--- src/design/lu8cd_pkg.sv ---
`default_nettype none

package lu8cd_pkg;

	localparam int unsigned PendDepth = 5;

	localparam logic [7:0] ContMask    = 8'hC0;
	localparam logic [7:0] ContPattern = 8'h80;
	localparam logic [7:0] SixBitMask  = 8'h3F;

	typedef logic [2:0] len_t;

	typedef struct packed {
		logic [7:0] data_byte;
		logic       end_of_text;
	} in_item_t;

	typedef struct packed {
		logic [30:0] code_point;
		logic [2:0]  byte_count;
		logic        malformed;
		logic [15:0] char_total;
		logic        final_char;
	} out_item_t;

	typedef logic [PendDepth-1:0][7:0] pend_t;

	// Decision for the transaction that sits in the input register.
	typedef struct packed {
		logic        need_flush;
		logic        has_tail;
		logic        buffer_byte;
		logic        append_byte;
		len_t        new_exp;
		logic [30:0] tail_cp;
		len_t        tail_count;
		logic        tail_bad;
	} step_t;

	function automatic len_t lead_length(input logic [7:0] b);
		len_t n;
		n = 3'd0;
		if ((b & 8'h80) == 8'h00) begin
			n = 3'd1;
		end else if ((b & 8'hE0) == 8'hC0) begin
			n = 3'd2;
		end else if ((b & 8'hF0) == 8'hE0) begin
			n = 3'd3;
		end else if ((b & 8'hF8) == 8'hF0) begin
			n = 3'd4;
		end else if ((b & 8'hFC) == 8'hF8) begin
			n = 3'd5;
		end else if ((b & 8'hFE) == 8'hFC) begin
			n = 3'd6;
		end
		return n;
	endfunction

	function automatic logic [7:0] lead_mask(input len_t n);
		logic [7:0] m;
		unique case (n)
			3'd1: m = 8'h7F;
			3'd2: m = 8'h1F;
			3'd3: m = 8'h0F;
			3'd4: m = 8'h07;
			3'd5: m = 8'h03;
			3'd6: m = 8'h01;
			default: m = 8'h00;
		endcase
		return m;
	endfunction

endpackage

`default_nettype wire

--- src/design/lu8cd_tail.sv ---
`default_nettype none

module lu8cd_tail (
	input  lu8cd_pkg::in_item_t item,
	input  lu8cd_pkg::len_t     pend_len,
	input  lu8cd_pkg::len_t     exp_len,
	input  lu8cd_pkg::pend_t    pend,
	output lu8cd_pkg::step_t    step
);

	always_comb begin
		logic [7:0]       b;
		logic             eot;
		lu8cd_pkg::len_t  lead_n;
		logic             cont;
		logic             app;
		logic             complete;
		logic [5:0][7:0]  full;
		logic [30:0]      value;
		logic [30:0]      raw_cp;

		b        = item.data_byte;
		eot      = item.end_of_text;
		lead_n   = lu8cd_pkg::lead_length(b);
		cont     = (b & lu8cd_pkg::ContMask) == lu8cd_pkg::ContPattern;
		app      = (pend_len != 3'd0) && cont;
		complete = app && (({1'b0, pend_len} + 4'd1) >= {1'b0, exp_len});
		raw_cp   = {23'd0, b};

		for (int i = 0; i < 6; i++) begin
			if (i < lu8cd_pkg::PendDepth && i < int'(pend_len)) begin
				full[i] = pend[i];
			end else begin
				full[i] = b;
			end
		end

		value = {23'd0, full[0] & lu8cd_pkg::lead_mask(exp_len)};
		for (int i = 1; i < 6; i++) begin
			if (i < int'(exp_len)) begin
				value = {value[24:0], full[i][5:0] & lu8cd_pkg::SixBitMask[5:0]};
			end
		end

		step             = '0;
		step.need_flush  = (pend_len != 3'd0) && (!cont || (!complete && eot));
		step.new_exp     = lead_n;
		step.tail_cp     = raw_cp;
		step.tail_count  = 3'd1;
		step.tail_bad    = 1'b1;

		priority if (app) begin
			if (complete) begin
				step.has_tail   = 1'b1;
				step.tail_cp    = value;
				step.tail_count = exp_len;
				step.tail_bad   = 1'b0;
			end else if (eot) begin
				step.has_tail = 1'b1;
			end else begin
				step.append_byte = 1'b1;
			end
		end else if (lead_n == 3'd0) begin
			step.has_tail = 1'b1;
		end else if (lead_n == 3'd1) begin
			step.has_tail = 1'b1;
			step.tail_bad = 1'b0;
		end else if (eot) begin
			step.has_tail = 1'b1;
		end else begin
			step.buffer_byte = 1'b1;
		end
	end

endmodule

`default_nettype wire

--- src/design/lax_utf8_char_decoder.sv ---
// Lax UTF-8 character decoder, legacy one-to-six-byte form.
// Input channel byte_valid/byte_ready/byte_data carries one string byte per
// transaction, with end_of_text set on the last byte of a string. Output
// channel char_valid/char_ready/char_data carries one character per
// transaction: code point, bytes consumed, malformed flag, running count and
// a final_char flag on the last character of the string.
// A byte is taken into an input register; its result is loaded into the
// output register once the output is free, and the character is delivered
// from there. Well-formed text runs at one byte per cycle while the receiver
// does not stall. When a sequence breaks off, or a string ends inside a
// sequence, the bytes buffered so far (at most five) come out raw one per cycle
// while the receiver keeps up, and the input is held until they are all out.
// Reset clears the buffered sequence, the character count and both valid
// flags. When the receiver stalls, the result waits in the output register
// while the next byte is still taken and decoded; the block then holds
// byte_ready low only once that byte itself has a result to deliver.
`default_nettype none

module lax_utf8_char_decoder (
	input  logic                  clk,
	input  logic                  arst_n,
	input  logic                  byte_valid,
	output logic                  byte_ready,
	input  lu8cd_pkg::in_item_t   byte_data,
	output logic                  char_valid,
	input  logic                  char_ready,
	output lu8cd_pkg::out_item_t  char_data
);

	lu8cd_pkg::in_item_t  item_s1;
	logic                 item_valid_s1;
	lu8cd_pkg::pend_t     pend_q;
	lu8cd_pkg::len_t      pend_len_q;
	lu8cd_pkg::len_t      exp_len_q;
	lu8cd_pkg::len_t      fidx_q;
	logic [15:0]          char_cnt_q;
	logic                 out_valid_q;
	lu8cd_pkg::out_item_t out_q;

	lu8cd_pkg::step_t     step;
	lu8cd_pkg::out_item_t result;
	logic                 flush_phase;
	logic                 emits;
	logic                 out_free;
	logic                 go;
	logic                 retire;
	logic                 load;
	logic                 ld_final;
	logic [15:0]          cnt_inc;

	lu8cd_tail u_tail (
		.item     (item_s1),
		.pend_len (pend_len_q),
		.exp_len  (exp_len_q),
		.pend     (pend_q),
		.step     (step)
	);

	assign flush_phase = step.need_flush && (fidx_q != pend_len_q);
	assign emits       = item_valid_s1 && (flush_phase || step.has_tail);
	assign out_free    = !out_valid_q || char_ready;
	assign go          = item_valid_s1 && (out_free || !emits);
	assign retire      = go && !flush_phase;
	assign load        = go && emits;
	assign ld_final    = retire && step.has_tail && item_s1.end_of_text;
	assign byte_ready  = !item_valid_s1 || retire;
	assign cnt_inc     = (char_cnt_q == 16'hFFFF) ? char_cnt_q : char_cnt_q + 16'd1;

	always_comb begin
		result            = '0;
		result.char_total = cnt_inc;
		if (flush_phase) begin
			result.code_point = {23'd0, pend_q[fidx_q]};
			result.byte_count = 3'd1;
			result.malformed  = 1'b1;
		end else begin
			result.code_point = step.tail_cp;
			result.byte_count = step.tail_count;
			result.malformed  = step.tail_bad;
			result.final_char = item_s1.end_of_text;
		end
	end

	always_ff @(posedge clk or negedge arst_n) begin
		if (!arst_n) begin
			item_valid_s1 <= 1'b0;
			fidx_q        <= 3'd0;
			pend_len_q    <= 3'd0;
			exp_len_q     <= 3'd0;
			char_cnt_q    <= 16'd0;
			out_valid_q   <= 1'b0;
		end else begin
			if (byte_ready) begin
				item_valid_s1 <= byte_valid;
			end
			if (go) begin
				fidx_q <= flush_phase ? fidx_q + 3'd1 : 3'd0;
			end
			if (retire) begin
				if (step.buffer_byte) begin
					pend_len_q <= 3'd1;
					exp_len_q  <= step.new_exp;
				end else if (step.append_byte) begin
					pend_len_q <= pend_len_q + 3'd1;
				end else begin
					pend_len_q <= 3'd0;
					exp_len_q  <= 3'd0;
				end
			end
			if (ld_final) begin
				char_cnt_q <= 16'd0;
			end else if (load) begin
				char_cnt_q <= cnt_inc;
			end
			if (load) begin
				out_valid_q <= 1'b1;
			end else if (char_ready) begin
				out_valid_q <= 1'b0;
			end
		end
	end

	always_ff @(posedge clk) begin
		if (byte_valid && byte_ready) begin
			item_s1 <= byte_data;
		end
		if (retire && step.buffer_byte) begin
			pend_q[0] <= item_s1.data_byte;
		end else if (retire && step.append_byte) begin
			pend_q[pend_len_q] <= item_s1.data_byte;
		end
		if (load) begin
			out_q <= result;
		end
	end

	assign char_valid = out_valid_q;
	assign char_data  = out_q;

	a_pend_shorter: assert property (@(posedge clk) disable iff (!arst_n)
		pend_len_q != 3'd0 |-> exp_len_q > pend_len_q)
		else $error("Buffered sequence is not shorter than its announced length.");

	a_fidx_bound: assert property (@(posedge clk) disable iff (!arst_n)
		fidx_q != 3'd0 |-> item_valid_s1 && fidx_q <= pend_len_q)
		else $error("Flush index runs past the buffered bytes.");

	a_final_clears: assert property (@(posedge clk) disable iff (!arst_n)
		ld_final |=> char_cnt_q == 16'd0 && pend_len_q == 3'd0)
		else $error("End of string left count or buffered bytes behind.");

	a_flush_raw: assert property (@(posedge clk) disable iff (!arst_n)
		load && flush_phase |=> out_q.malformed && out_q.byte_count == 3'd1
			&& !out_q.final_char)
		else $error("Flushed byte was not delivered as a raw transaction.");

endmodule

`default_nettype wire

--- config.mk ---
export PLATFORM = sky130hd
export DESIGN_NAME = lax_utf8_char_decoder
export DESIGN_NICKNAME = d
export VERILOG_FILES = /design/src/design/lu8cd_pkg.sv /design/src/design/lu8cd_tail.sv /design/src/design/lax_utf8_char_decoder.sv
export SDC_FILE = /design/constraint.sdc
export NUM_CORES = 1
export LEC_CHECK = 0
export BUFFER_PORTS_ARGS = -buffer_cell sky130_fd_sc_hd__buf_4
export CAP_MARGIN = 5
export CORE_MARGIN = 4
export CORE_UTILIZATION = 50
export CTS_CLUSTER_DIAMETER = 100
export DETAILED_ROUTE_END_ITERATION = 8
export PLACE_DENSITY = 0.77
export SETUP_SLACK_MARGIN = 0.4
export SLEW_MARGIN = 25
export SYNTH_ARGS = -nofsm -noshare
export SYNTH_HDL_FRONTEND = slang
export SYNTH_SLANG_ARGS = --single-unit
export TNS_END_PERCENT = 5
--- constraint.sdc ---
create_clock -name clk -period 8.48 [get_ports clk]
set_input_delay 1.272 -clock clk [delete_from_list [all_inputs] [get_ports clk]]
set_output_delay 1.272 -clock clk [all_outputs]
set_load 0.01 [all_outputs]
==> impl_metrics.py, run 1 <==
metrics = {
    "cells_and_area": {
        "final.fill_count": 1092,
        "antenna_cells": 0,
        "drive_gt1_share_pct": 23.4,
        "most_frequent_standard_cell_in_the_layout_excluding_fill_and_tap_cells": "sky130_fd_sc_hd__edfxtp_1",
        "final_cells": 851,
        "final_cell_mix": "sky130_fd_sc_hd__edfxtp_1, sky130_fd_sc_hd__buf_4, sky130_fd_sc_hd__nand2_1, sky130_fd_sc_hd__nor2_1, sky130_fd_sc_hd__a21oi_1",
        "nets": 682,
        "area_growth_syn_to_layout_pct": 16.0,
    },
    "die": {
        "fp.dieW_um": 126,
        "fp-row-count": 42,
        "start_util_pct": 51.8,
        "floorplan.die_area_mm2": 0.0159,
        "chipHeight_um": 126,
        "io_pins": 67,
        "design.core.area_mm2": 0.0135,
    },
    "drt": {
        "first_iter_violations": 659,
        "num_vias": 5400,
        "drt_wl_total_um": 17600,
        "drtPass1Iterations": 7,
        "detail_route.vias_per_cell": 6.35,
        "post-route-drc-count": 0,
        "drt.antenna.violating_nets": 0,
        "detail_route.wl_per_cell_um": 20.7,
    },
    "yosys": {
        "syn_avg_cell_area_um2": 11.4,
        "top_cell_type_by_total_area_after_synthesis": "sky130_fd_sc_hd__edfxtp_1",
        "post_synth_fa_ha_maj_area_fraction_pct": 1.26,
        "syn-instance-count": 611,
        "dominant_combinational_cell_family_by_area_after_synthesis": "compound AO/OA/AOI/OAI gates",
        "synth-edff-count": 101,
        "yosysWarnings": 0,
        "synthArstFlopShare_pct": 21.1,
        "syn-cell-area_mm2": 0.00697,
        "synthSimpleGateAreaFrac_pct": 15.2,
        "synth_cell_types": 78,
        "synthMuxAreaShare_pct": 8.76,
        "syn-num-nets": 631,
        "synth_top_cell_area_share_pct": 43.5,
        "synthFlopType": "sky130_fd_sc_hd__edfxtp_1",
        "synth_xor_xnor_area_share_pct": 1.76,
        "synth-seq-cells": 128,
        "yosysSeqAreaShare_pct": 53.2,
        "share_of_the_synthesized_area_in_compound_gates_ao_oa_aoi_oai_pct": 15.7,
        "synth.top_cells.by_area": "sky130_fd_sc_hd__edfxtp_1, sky130_fd_sc_hd__dfrtp_1, sky130_fd_sc_hd__nand2_1",
    },
    "power": {
        "total_leakage_power_uw": 0.00308,
        "vdd_drop_max_v": 0.000141,
        "p_per_area_mw_per_mm2": 276,
    },
    "clock_tree": {
        "cts_buf_count": 17,
        "clk-insertion-delay-late_ns": 0.43,
        "worst_setup_hold_path_clk_slew_ns": 0.06,
        "cts-root-buf": "sky130_fd_sc_hd__clkbuf_16",
        "cts-htree-levels": 4,
        "tritoncts": "yes",
        "clk_path_buf_depth": 2,
        "cts-hold-fix-buffers": 0,
        "numClockSinks": 128,
        "postCtsSetupRepairBufs": 0,
        "ctsResizeCount": 0,
    },
    "sta": {
        "timing.hold.ws_ns": 0.593,
        "finalSetupViolations": 0,
        "rsz_0062_raised_after_global_routing": "false",
        "timing.clock.skew_ns": 0.0151,
        "fin_tns_setup_ns": 0,
        "finalCritPeriodShare_pct": 53.8,
        "finalHoldViolCount": 0,
        "timing.final.crit_period_ns": 4.56,
        "layout_setup_ws_ns": 3.92,
        "max_clock_freq_ghz": 0.219,
        "slew_hr_pct": 36.4,
        "timing_max_transition_violations_final": 0,
        "worst_pin_slew_ns": 0.951,
    },
    "critical_path": {
        "timing.critical_path.arrival_ns": 3.29,
        "timing.critical_path.fanout_max": 20,
        "worst_setup_end_kind": "output pin",
        "worst_path_required_ns": 7.21,
        "critPathKind": "reg -> out",
        "regToRegSetupSlack_ns": 4.86,
        "worstSetupStartpointType": "register",
    },
    "placed_design": {
        "hpwlAfterDp_um": 12400,
        "placedCellCount": 819,
        "numPortBuffers": 66,
        "routabilityCongestion": 0.963,
        "dpl_worst_slack_ns": 4.29,
    },
    "global_routing": {
        "globalRoute.totalOverflow": 0,
        "wire_length_of_the_first_global_routing_pass_um": 27600,
        "first_global_vias": 4961,
        "largest_net_degree_at_the_start_of_global_routing": 55,
        "globalRouteTotalUtil_pct": 22.1,
        "grt_antenna_before_repair": 0,
    },
    "outcome": {
        "status": "complete, no violations",
    },
    "flow_run": {
        "drv.max_cap_violation_count": 0,
    },
    "hold_path": {
        "hold_path_class": "reg -> reg",
    },
}
## path summary, 6_finish.rpt
kind / to / startpoint / cells after the start
worst max-delay path: byte_ready / pend_len_q[0]$_DFFE_PN0P_ / 9
worst min-delay path: char_cnt_q[7]$_DFFE_PN0P_ / char_cnt_q[7]$_DFFE_PN0P_ / 2
worst max register to register: pend_q[28]$_DFFE_PP_ / pend_len_q[0]$_DFFE_PN0P_ / 9
worst min register to register: char_cnt_q[7]$_DFFE_PN0P_ / char_cnt_q[7]$_DFFE_PN0P_ / 2
max in group asynchronous: pend_len_q[2]$_DFFE_PN0P_ / arst_n / 1
min in group asynchronous: pend_len_q[1]$_DFFE_PN0P_ / arst_n / 1
## sequential cells by signal, indices dropped and copies added (netlist names)
name / cells
item_s1: 9
pend_q: 40
fidx_q: 3
char_cnt_q: 16
item_valid_s1: 1
pend_len_q: 3
char_data: 52
exp_len_q: 3
char_valid: 1
## cell usage after synthesis, types with 4 or more instances
master                     number
sky130_fd_sc_hd__edfxtp_1     101
sky130_fd_sc_hd__nand2_1       64
sky130_fd_sc_hd__nor2_1        51
sky130_fd_sc_hd__a21oi_1       31
sky130_fd_sc_hd__dfrtp_1       27
sky130_fd_sc_hd__o21ai_0       25
sky130_fd_sc_hd__clkbuf_1      20
sky130_fd_sc_hd__mux2_2        20
sky130_fd_sc_hd__mux2i_1       19
sky130_fd_sc_hd__nand3_1       19
sky130_fd_sc_hd__inv_1         14
sky130_fd_sc_hd__and2_1        11
sky130_fd_sc_hd__nand2b_1      11
sky130_fd_sc_hd__nor3_1        11
sky130_fd_sc_hd__o31ai_1       10
sky130_fd_sc_hd__o211ai_1       9
sky130_fd_sc_hd__xnor2_1        9
sky130_fd_sc_hd__a31oi_1        8
sky130_fd_sc_hd__mux4_2         8
sky130_fd_sc_hd__nor4_1         8
sky130_fd_sc_hd__a211oi_1       7
sky130_fd_sc_hd__buf_1          7
sky130_fd_sc_hd__ha_1           7
sky130_fd_sc_hd__a22oi_1        6
sky130_fd_sc_hd__buf_2          6
sky130_fd_sc_hd__a22o_1         5
sky130_fd_sc_hd__and3_1         5
sky130_fd_sc_hd__or4_1          5
sky130_fd_sc_hd__xor2_1         5
sky130_fd_sc_hd__a211o_1        4
sky130_fd_sc_hd__a221oi_1       4
sky130_fd_sc_hd__buf_6          4
## stage by stage
step | area (µm²) | utilization [%] | total power [µW]
2_1_floorplan | 6970 | - | 1330
3_3_place_gp | 7530 | 55.9 | 1540
4_1_cts | 8070 | 60.0 | 2230
6_report | 8080 | 60.1 | 2230
3_5_place_dp | 7530 | 55.9 | 1550
5_1_grt | 8080 | 60.1 | 2330
## cells by family (layout without fill, tap and decap cells)
group,after synthesis,after routing
AND/OR/NAND/NOR,207,207
AO/OA/AOI/OAI,151,151
flip-flops,128,128
buffers and inverters,56,120
multiplexers,48,48
XOR/XNOR,14,14
adder cells (fa/ha/maj),7,7
## layout make-up
| cell class | count | area [µm²] | area share, % |
|---|---|---|---|
| clock inverter | 15 | 120 | 1.49 |
| clock buffer | 17 | 425 | 5.26 |
| timing repair buffer | 74 | 556 | 6.87 |
| tap | 176 | 220 | 2.72 |
| sequential | 128 | 3710 | 45.9 |
| multi-input combinational | 427 | 3000 | 37.1 |
| inverter | 14 | 52.6 | 0.650 |
## worst max-delay path, stage by stage (launching register included)
cell and delay [ns]:
sky130_fd_sc_hd__dfrtp_1 0.66, sky130_fd_sc_hd__inv_1 0.21, sky130_fd_sc_hd__ha_1 0.37, sky130_fd_sc_hd__ha_1 0.22, sky130_fd_sc_hd__a221oi_4 0.33, sky130_fd_sc_hd__a21oi_1 0.11, sky130_fd_sc_hd__buf_4 0.22, sky130_fd_sc_hd__o221ai_2 0.41
sky130_fd_sc_hd__nand2_1 0.16, sky130_fd_sc_hd__buf_4 0.18
## metal layers
metal / GRT usage, % / share of wire [%] / vias to the layer above
li1: - / - / 2443
met1: 31.7 / 43 / 2598
met2: 33.2 / 45 / 317
met3: 4.91 / 9.4 / 42
met4: 7.95 / 2.2 / 0
met5: 0 / 0 / -
## power by group
| group | switching, µW | internal, µW | leakage [µW] |
|---|---|---|---|
| clock network | 271 | 399 | 0.000266 |
| registers | 84.0 | 810 | 0.00132 |
| logic | 404 | 262 | 0.00150 |
Power figures use the tool's default switching activity.
==> run 2: changes to the inputs <==
--- a/config.mk
+++ b/config.mk
@@ -5,13 +5,14 @@
 export SDC_FILE = /design/constraint.sdc
 export NUM_CORES = 1
 export LEC_CHECK = 0
+export ABC_AREA = 1
 export BUFFER_PORTS_ARGS = -buffer_cell sky130_fd_sc_hd__buf_4
 export CAP_MARGIN = 5
 export CORE_MARGIN = 4
 export CORE_UTILIZATION = 50
 export CTS_CLUSTER_DIAMETER = 100
 export DETAILED_ROUTE_END_ITERATION = 8
-export PLACE_DENSITY = 0.77
+export PLACE_DENSITY = 0.8
 export SETUP_SLACK_MARGIN = 0.4
 export SLEW_MARGIN = 25
 export SYNTH_ARGS = -nofsm -noshare
==> constraint.sdc (replaced) <==
create_clock -name clk -period 3.9 [get_ports clk]
set_input_delay 0.585 -clock clk [delete_from_list [all_inputs] [get_ports clk]]
set_output_delay 0.585 -clock clk [all_outputs]
set_load 0.01 [all_outputs]
==> impl_metrics.py, run 2 <==
metrics = {
    "global_routing": {
        "largest_net_degree_at_the_start_of_global_routing": 54,
        "globalRoute.totalOverflow": 0,
        "wire_length_of_the_first_global_routing_pass_um": 30000,
        "grtUsageMet3_pct": 7.62,
        "grt_util_met2_pct": 35.4,
        "grt_antenna_before_repair": 0,
        "globalRouteTotalUtil_pct": 24.0,
        "first_global_vias": 5623,
        "grt_busiest_layer": "met2",
        "use_met1_pct": 33.5,
    },
    "drt": {
        "num_vias": 6217,
        "drt.antenna.violating_nets": 0,
        "drtPass1Iterations": 5,
        "post-route-drc-count": 0,
        "detail_route.wl_per_cell_um": 17.3,
        "first_iter_violations": 1031,
        "drt_wl_total_um": 18900,
        "detail_route.vias_per_cell": 5.69,
    },
    "die": {
        "start_util_pct": 50.9,
        "fp.dieW_um": 127,
        "io_pins": 67,
        "design.core.area_mm2": 0.0139,
        "fp-row-count": 43,
        "floorplan.die_area_mm2": 0.0161,
        "chipHeight_um": 127,
    },
    "critical_path": {
        "timing.critical_path.max_delay_family": "simple AND/OR/NAND/NOR gates",
        "worstSetupStartpointType": "register",
        "timing.critical_path.arrival_ns": 2.75,
        "worst_path_required_ns": 3.31,
        "critPathSlowestCell": "sky130_fd_sc_hd__dfrtp_2",
        "worst-path-buf-inv": 2,
        "timing.critical_path.fanout_max": 14,
        "timing.critical_path.slowest_cell_delay_ns": 0.43,
        "critical_path_cell_list": "inv_4, ha_1, ha_1, a21boi_0, o21ai_1, nand2_1, nand2_4, nand2_8, nand3_4, nand2_4, nand2_2, nand2_1, buf_4",
        "critPathKind": "reg -> out",
        "regToRegSetupSlack_ns": 0.75,
        "worst_setup_end_kind": "output pin",
    },
    "sta": {
        "timing.clock.skew_ns": 0.00863,
        "fin_tns_setup_ns": 0,
        "worst_pin_slew_ns": 0.766,
        "timing.final.crit_period_ns": 3.34,
        "slew_hr_pct": 48.6,
        "finalCritPeriodShare_pct": 85.6,
        "rsz_0062_raised_after_global_routing": "false",
        "timing_max_transition_violations_final": 0,
        "layout_setup_ws_ns": 0.562,
        "max_clock_freq_ghz": 0.300,
        "finalHoldViolCount": 0,
        "finalSetupViolations": 0,
    },
    "cells_and_area": {
        "final.fill_count": 1179,
        "final_cells": 1092,
        "nets": 919,
        "multi_input_area_mm2": 0.00286,
        "drive_gt1_share_pct": 18.8,
        "final_cell_mix": "sky130_fd_sc_hd__nand2_1, sky130_fd_sc_hd__edfxtp_1, sky130_fd_sc_hd__buf_4, sky130_fd_sc_hd__nor2_1, sky130_fd_sc_hd__inv_1",
        "most_frequent_standard_cell_in_the_layout_excluding_fill_and_tap_cells": "sky130_fd_sc_hd__nand2_1",
        "largest_reg_flops": 52,
        "area_growth_syn_to_layout_pct": 19.4,
        "area.sequential_mm2": 0.00371,
        "antenna_cells": 0,
    },
    "clock_tree": {
        "tritoncts": "yes",
        "cts-htree-levels": 4,
        "worst_setup_hold_path_clk_slew_ns": 0.06,
        "cts_buf_count": 17,
        "clk-insertion-delay-late_ns": 0.43,
        "numClockSinks": 128,
        "clk_path_buf_depth": 2,
        "cts-root-buf": "sky130_fd_sc_hd__clkbuf_16",
    },
    "yosys": {
        "synthArstFlopShare_pct": 21.1,
        "synth-edff-count": 101,
        "yosysWarnings": 0,
        "synth_cell_types": 42,
        "synthFlopType": "sky130_fd_sc_hd__edfxtp_1",
        "synth_top_cell_area_share_pct": 43.0,
        "synthMostInstantiatedCell": "sky130_fd_sc_hd__nand2_1",
        "syn_avg_cell_area_um2": 8.48,
        "yosysSeqAreaShare_pct": 52.5,
        "syn-instance-count": 833,
        "syn-cell-area_mm2": 0.00706,
        "syn-num-nets": 853,
        "synth.top_cells.by_area": "sky130_fd_sc_hd__edfxtp_1, sky130_fd_sc_hd__nand2_1, sky130_fd_sc_hd__dfrtp_1",
        "synth_top_cells_by_count": "sky130_fd_sc_hd__nand2_1, sky130_fd_sc_hd__edfxtp_1, sky130_fd_sc_hd__nor2_1, sky130_fd_sc_hd__inv_1, sky130_fd_sc_hd__nand3_1",
        "top_cell_type_by_total_area_after_synthesis": "sky130_fd_sc_hd__edfxtp_1",
        "synth-seq-cells": 128,
    },
    "placed_design": {
        "numPortBuffers": 66,
        "dpl_worst_slack_ns": 0.440,
        "placedCellCount": 1055,
        "hpwlAfterDp_um": 13100,
        "routabilityCongestion": 0.987,
    },
    "power": {
        "vdd_drop_max_v": 0.000404,
        "p_per_area_mw_per_mm2": 574,
        "total_leakage_power_uw": 0.00371,
    },
    "hold_path": {
        "hold_path_class": "in -> async",
    },
    "outcome": {
        "status": "complete, no violations",
    },
    "flow_run": {
        "drv.max_cap_violation_count": 0,
    },
}
==> run 2: cell types whose count changed in the layout (fill, tap and decap cells not counted), moves of 16 or more <==
| cell | change |
|---|---|
| sky130_fd_sc_hd__nor2_1 | +20 |
| sky130_fd_sc_hd__inv_1 | +53 |
| sky130_fd_sc_hd__nand2_1 | +161 |
| sky130_fd_sc_hd__o21ai_0 | +25 |
| sky130_fd_sc_hd__inv_2 | +23 |
| sky130_fd_sc_hd__mux2i_1 | -19 |
| sky130_fd_sc_hd__mux2_2 | -20 |
| sky130_fd_sc_hd__nand4_1 | +16 |
| sky130_fd_sc_hd__nand3_1 | +35 |
| sky130_fd_sc_hd__o21ai_1 | +34 |
==> run 2: path summary, 6_finish.rpt <==
kind,to,cells past startpoint,startpoint
worst max-delay path,byte_ready,13,pend_len_q[0]$_DFFE_PN0P_
worst min-delay path,char_cnt_q[14]$_DFFE_PN0P_,1,arst_n
worst max register to register,char_data[29]$_SDFFCE_PP0P_,12,pend_len_q[0]$_DFFE_PN0P_
worst min register to register,char_valid$_DFFE_PN0P_,2,char_valid$_DFFE_PN0P_
max in group asynchronous,pend_len_q[1]$_DFFE_PN0P_,1,arst_n
min in group clk,item_s1[8]$_DFFE_PP_,1,byte_data[8]
==> run 2: power breakdown <==
group	internal [µW]	switching [µW]	total [µW]
Clock	1160	635	1800
Sequential	1740	138	1880
Combinational	408	753	1160
Total	3310	1530	4840
==> run 2: through the flow <==
stage	cell area [µm²]	util [%]	power, µW	hold slack (ns)
after floorplan	7060	-	2580	0.289
after global placement	7690	55.4	2990	0.521
after detailed placement	7690	55.4	3020	0.528
after CTS	8380	60.3	4820	0.0743
after global routing	8430	60.7	5060	0.0845
final	8430	60.7	4840	0.0623
==> run 2: what timing repair did <==
action / in CTS / in global routing
pin swaps: 1 / 1
endpoints found under the setup margin: 1 / 1
cloned: 0 / 1
hold buffers: 0 / 0
setup buffers: 1 / 3
gates resized for setup: 3 / 5
==> run 2: area by class of cell <==
| type | instances | share of cell area, % |
|---|---|---|
| Sequential cell | 128 | 44.0 |
| Clock buffer | 18 | 5.21 |
| Timing Repair Buffer | 81 | 7.21 |
| Multi-Input combinational cell | 577 | 33.9 |
| Tap cell | 180 | 2.67 |
| Clock inverter | 14 | 2.69 |
| Inverter | 94 | 4.25 |
==> run 2: cell families after synthesis <==
group | share of synthesized area, %
flops | 52.5
compound gates | 12.0
xor+xnor | 1.86
buf+inv | 7.44
fa+ha+maj | 1.24
simple gates | 25.0
==> run 2: metal layers <==
| metal | part of all wire (%) | up-vias |
|---|---|---|
| li1 | - | 2937 |
| met1 | 41 | 2819 |
| met2 | 44 | 404 |
| met3 | 12 | 57 |
| met4 | 2.8 | 0 |
| met5 | 0 | - |
